$ cat config.mk
export PLATFORM = sky130hd
export DESIGN_NAME = chca_code_unit
export DESIGN_NICKNAME = d
export VERILOG_FILES = /design/src/hw/rtl/chca_pkg.sv /design/src/hw/rtl/chca_code_unit.sv
export SDC_FILE = /design/constraint.sdc
export NUM_CORES = 1
export LEC_CHECK = 0
export BUFFER_PORTS_ARGS = -buffer_cell sky130_fd_sc_hd__buf_2
export CORE_ASPECT_RATIO = 1.1
export CORE_MARGIN = 4
export CORE_UTILIZATION = 53
export DETAILED_ROUTE_END_ITERATION = 7
export GPL_TIMING_DRIVEN = 0
export PLACE_DENSITY_LB_ADDON = 0.12
export SYNTH_ARGS = -nofsm -noshare
export SYNTH_HDL_FRONTEND = slang
export SYNTH_SLANG_ARGS = --single-unit
export TNS_END_PERCENT = 50
$ cat constraint.sdc
create_clock -name vclk -period 5.5
set_input_delay 0.825 -clock vclk [all_inputs]
set_output_delay 0.825 -clock vclk [all_outputs]
set_load 0.05 [all_outputs]
$ cat src/hw/rtl/chca_pkg.sv
// ----------------------------------------------------------------------------
// chca_pkg
// Shared types and constants for the canonical code assignment block:
// transaction structs, command codes, sequencer states and unit operations.
// ----------------------------------------------------------------------------
`default_nettype none

package chca_pkg;

    // Field widths of the transactions and of the length counts
    localparam int CODE_W = 64;
    localparam int LEN_W  = 7;
    localparam int SYM_W  = 8;
    localparam int CMD_W  = 2;
    localparam int CNT_W  = 9;

    // Parameter defaults
    localparam int SYMBOL_COUNT_DEF    = 256;
    localparam int MAX_CODE_LENGTH_DEF = 32;

    typedef enum logic [CMD_W-1:0] {
        CMD_WRITE = 2'd0,
        CMD_BUILD = 2'd1,
        CMD_READ  = 2'd2,
        CMD_NOP   = 2'd3
    } cmd_t;

    typedef struct packed {
        logic [CMD_W-1:0] cmd;
        logic [SYM_W-1:0] symbol;
        logic [LEN_W-1:0] length;
    } cmd_item_t;

    typedef struct packed {
        logic [CODE_W-1:0] code_bits;
        logic [LEN_W-1:0]  code_length;
        logic              status;
    } res_item_t;

    typedef enum logic [3:0] {
        ST_IDLE,
        ST_CLR,
        ST_CNT_LEN,
        ST_CNT_RD,
        ST_CNT_WR,
        ST_NC_RD,
        ST_NC_WR,
        ST_AS_LEN,
        ST_AS_RD,
        ST_AS_WR,
        ST_RESP
    } state_t;

    typedef enum logic [1:0] {
        ALU_NONE,
        ALU_INC_CNT,
        ALU_ACC,
        ALU_INC_NC
    } alu_op_t;

    // Control to the shared code unit
    typedef struct packed {
        alu_op_t          op;
        logic [LEN_W-1:0] len;
    } unit_ctl_t;

endpackage

`default_nettype wire

$ cat src/hw/rtl/chca_code_unit.sv
// ----------------------------------------------------------------------------
// chca_code_unit
// Shared 64-bit adder used by each build phase after the clear (count increment, code
// accumulation, next-code increment) and the bit reversal of a code over
// its length.
// ----------------------------------------------------------------------------
`default_nettype none

module chca_code_unit
    import chca_pkg::*;
(
    input  wire unit_ctl_t         ctl,
    input  wire logic [CODE_W-1:0] acc,
    input  wire logic [CNT_W-1:0]  cnt,
    input  wire logic [CODE_W-1:0] nc,
    output logic [CODE_W-1:0]      sum,
    output logic [CODE_W-1:0]      rev_code
);

    logic [CODE_W-1:0] op_a;
    logic [CODE_W-1:0] op_b;
    logic [CODE_W-1:0] rev_full;
    logic [5:0]        shamt;

    // Operand selection for the one adder
    always_comb
    begin
        op_a = '0;
        op_b = '0;
        unique case (ctl.op)
            ALU_INC_CNT:
            begin
                op_a = CODE_W'(cnt);
                op_b = CODE_W'(1);
            end
            ALU_ACC:
            begin
                op_a = acc;
                op_b = CODE_W'(cnt);
            end
            ALU_INC_NC:
            begin
                op_a = nc;
                op_b = CODE_W'(1);
            end
            default:
            begin
                op_a = '0;
                op_b = '0;
            end
        endcase
    end

    assign sum = op_a + op_b;

    // Full reversal, then align the low len bits back to bit 0
    always_comb
    begin
        for (int i = 0; i < CODE_W; i++)
        begin
            rev_full[i] = nc[CODE_W-1-i];
        end
    end

    assign shamt    = 6'(7'd64 - ctl.len);
    assign rev_code = rev_full >> shamt;

endmodule

`default_nettype wire

# ---- Word-level counts from Yosys, hierarchy flattened
# Cells that the tools add are included.
# Widths: inputs -> output; s select.
dict set report totals {
  ff_bits 0
  inputBits 146
  output_inout_bits 128
  elab_cells 9
}
dict set report classes {
  add_sub_neg 2
  eq_ne 3
  n_shift 1
  n_mux 2
  reduce_logical 1
}
# operator n
set ops {}
lappend ops {{$pmux 64 s3} 1}
lappend ops {{$add 64x64->64} 1}
lappend ops {{$shr 64x6->64} 1}
lappend ops {{$pmux 9 s2} 1}
lappend ops {{$sub 1x6->6 const A} 1}
lappend ops {{$eq 2x2->1 const B} 2}
lappend ops {{$eq 2x1->1 const B} 1}
lappend ops {{$reduce_or 2->1} 1}

# ---- Longest topological paths before layout
dict set report logic_depth {
  ltp_word 4
  mapped_depth 16
  mapped_depth_nobuf 10
}

# ---- Least setup slack after synthesis
# Ideal clock, no wire load.
dict set report synth_timing {
  path_kind {input port to output port}
  from {input port ctl[8] in the netlist's numbering}
  to {output port sum[32]}
  t_arrival_ps 4966
  required_time_ps 4675
  slack_ps -291
  path_stages 14
  n_path_buf 4
  cell_sequence {buf_2 -> buf_2 -> clkbuf_1 -> mux2_2 -> a22o_1 -> ha_1 -> fa_1 -> a21o_1 -> a221oi_1 -> o21ai_1 -> nand4b_4 -> buf_6 -> nor3_1 -> nor3_1}
}
dict set report synth_via {
  elab_chain_len 4
  word_cells_on_any_way 7
  classes_between {1 x add/sub; 3 x eq/ne; 2 x mux; 1 x reduce/logical}
}
# item line_no
set synth_lines {}
lappend synth_lines {{from (decl)} chca_code_unit.sv:12} ;# input wire unit_ctl_t ctl,
lappend synth_lines {{$eq 2x2->1 / $eq 2x1->1 (equally long branches)} chca_code_unit.sv:30} ;# unique case (ctl.op)
lappend synth_lines {{$reduce_or 2->1 (no line)} -}
lappend synth_lines {{$pmux 9 s2} chca_code_unit.sv:30}
lappend synth_lines {{$add 64x64->64 (*)} chca_code_unit.sv:54} ;# assign sum = op_a + op_b;
lappend synth_lines {{to (decl)} chca_code_unit.sv:16} ;# output logic [CODE_W-1:0] sum,
# Mark *: on every way between the ends. The rest lies on a longest branch, timed or not.

# ---- Final worst setup path
dict set report layout_timing {
  from {input port ctl[8] in the netlist's numbering}
  to {output port sum[36]}
}
# Same word-level chain as after synthesis.

==> impl_metrics.yaml <==
logic_synthesis:
  syn_avg_cell_area_um2: 7.908
  yosysMostFrequentCell: "nor2_1"
  yosysTopAreaCell: "mux4_2"
  synth_top_cell_area_share: 0.1743
  synth_cells: 915
  ys_top_cells_by_area: "mux4_2 (17%), mux2i_1 (11%), mux2_2 (11%)"
  synthesis.nets: 1072
  ys_seq_area_frac: 0
  yosysUniqueCellTypes: 73
  syn_area_um2: 7236
  yosys_warnings: 0
  synth_top_cells_by_count: "nor2_1 (121), nand2_1 (90), mux2i_1 (81), mux2_2 (69), mux4_2 (56)"
critical_path:
  arrival_ns: 4.60
  crit_fanout: 10
  worstSetupPathType: "in2out"
  cp-start-kind: "input port"
  critPathCaptureType: "primary output"
  required_ns: 4.68
  crit_start: "ctl[8]"
floorplanning:
  dieArea_um2: 15590
  core_um2: 13270
  start_util: 0.5454
  dieHeight_um: 130.5
  dieWidth_um: 119.4
  row_count: 44
  num_io_pins: 274
flow_run:
  drv_cap: 0
timing:
  tns_ns: 0
  relSlewSlack: 0.4443
  tightest_slew_ns: 0.8307
  period_share: 0.9857
  period_needed_ns: 5.421
  drv_slew: 0
  hold_violations: 0
  fmax_mhz: 184.5
  setup_viol_count_final: 0
  hold_slack_ns: 2.174
cells_and_area:
  drive_gt1_frac: 0.4141
  final.clkbuf_count: 0
  area.growth.synth_to_final_pct: 23.78
  fin_nets: 1347
  regArea_um2: 0
  design.seq.count: 0
route:
  wl_um: 33290
  drtPass1Iterations: 6
  drt-initial-drc-count: 1139
  vias: 9333
  route.detailed.drc: 0
  wire_per_inst_um: 24.25
  viasPerCell: 6.798
  ant_nets: 0
worst_hold_path:
  hold_class: "in2out"
  hold_start: "acc[63]"
placed_design:
  port_buffers: 272
  place_congestion: 1.048
  hpwl_um: 27360
run_status:
  status: "completed"
power_and_ir_drop:
  powerDensity_nw_per_um2: 164.6
  ir_worst_vdd_uv: 113.0
  p_leak_nw: 4.097
grt:
  grt_pass1_wl_um: 49870
  grt_overflow: 0
  grt_pass1_vias: 8929
  grt.total_usage: 0.4007
  antenna_found_initial: 1
  grt_max_degree: 20
-- layer usage --
metal  vias to the layer above  wire [µm]  global-route usage
met2                       793      15660              0.6914
met3                       177       3489             0.04864
met1                      4328      12010              0.4976
met4                         0       2135              0.2049
met5                         -          0                   0
li1                       4035          -                   -
-- kinds of logic (layout without fill, tap and decap cells) --
logic type	after synthesis	count (layout)	share of synthesized area
simple gates	377	377	0.2831
mux	207	207	0.3958
compound gates	185	185	0.1741
buf+inv	77	350	0.05568
xor+xnor	58	58	0.07124
fa+ha+maj	11	11	0.02006
other cells	0	1	0
-- power by group --
| group | leakage, nW | internal [W] | switching, W | total, W |
|---|---|---|---|---|
| Sequential | 0 | 0 | 0 | 0 |
| Combinational | 4.10 | 0.000461 | 0.00101 | 0.00147 |
| Clock | 0.00000634 | 0.0000000000243 | 0 | 0.0000000000243 |
-- through the flow --
| step | utilization | cells | setup WS [ns] | area (µm²) | power [W] |
|---|---|---|---|---|---|
| 6_report | 0.6750 | 1373 | 0.07883 | 8956 | 0.001474 |
| 5_1_grt | 0.6750 | 1373 | -0.0004232 | 8956 | 0.001535 |
| 4_1_cts | 0.6698 | 1370 | 0.01482 | 8887 | 0.001431 |
| 3_5_place_dp | 0.6670 | 1371 | -0.7792 | 8850 | 0.001423 |
| 3_3_place_gp | 0.6670 | 1371 | -0.7724 | 8850 | 0.001419 |
| 2_1_floorplan | - | 915 | -0.06241 | 7258 | 0.001026 |
-- cell usage in the layout, fill, tap and decap left out, types with 23 or more instances in the layout --
cell type | Yosys | layout
mux2_2 | 69 | 69
xnor2_1 | 31 | 30
nor3_1 | 25 | 23
nor2_1 | 121 | 121
mux4_2 | 56 | 56
a21oi_1 | 55 | 55
clkbuf_1 | 30 | 25
nand2_1 | 90 | 90
buf_2 | 22 | 287
mux2i_1 | 81 | 81
o21ai_0 | 30 | 29
xor2_1 | 26 | 26
-- area by class of cell --
class | instances | area (µm²)
repair buffers | 274 | 1401
multi-input cells | 838 | 6899
diodes | 1 | 2.502
well taps | 184 | 230.2
fillers | 1203 | 4312
inverters | 5 | 18.77
plain buffers | 71 | 404.1
-- critical path, stage by stage --
cell and delay (ns):
buf_2 0.19, clkbuf_4 0.26, buf_4 0.24, buf_4 0.25, mux2_2 0.35, a22o_1 0.18, ha_1 0.22, fa_1 0.41
a21o_1 0.24, a221oi_4 0.33, o21ai_4 0.15, nand4b_4 0.22, buf_6 0.21, nor3_2 0.07, xnor2_2 0.18, clkbuf_4 0.25
-- final timing paths --
check | end | slack (ns) | depth (start not counted)
worst max-delay path | sum[36] | 0.08 | 16
worst min-delay path | sum[63] | 2.17 | 5
-- timing repair --
action | CTS | global route
pin swaps | 0 | 2
setup buffers | 0 | 2
setup endpoints to repair | 55 | 58
hold buffers | 0 | 0
gates resized for setup | 10 | 18
Power figures use the tool's default switching activity.
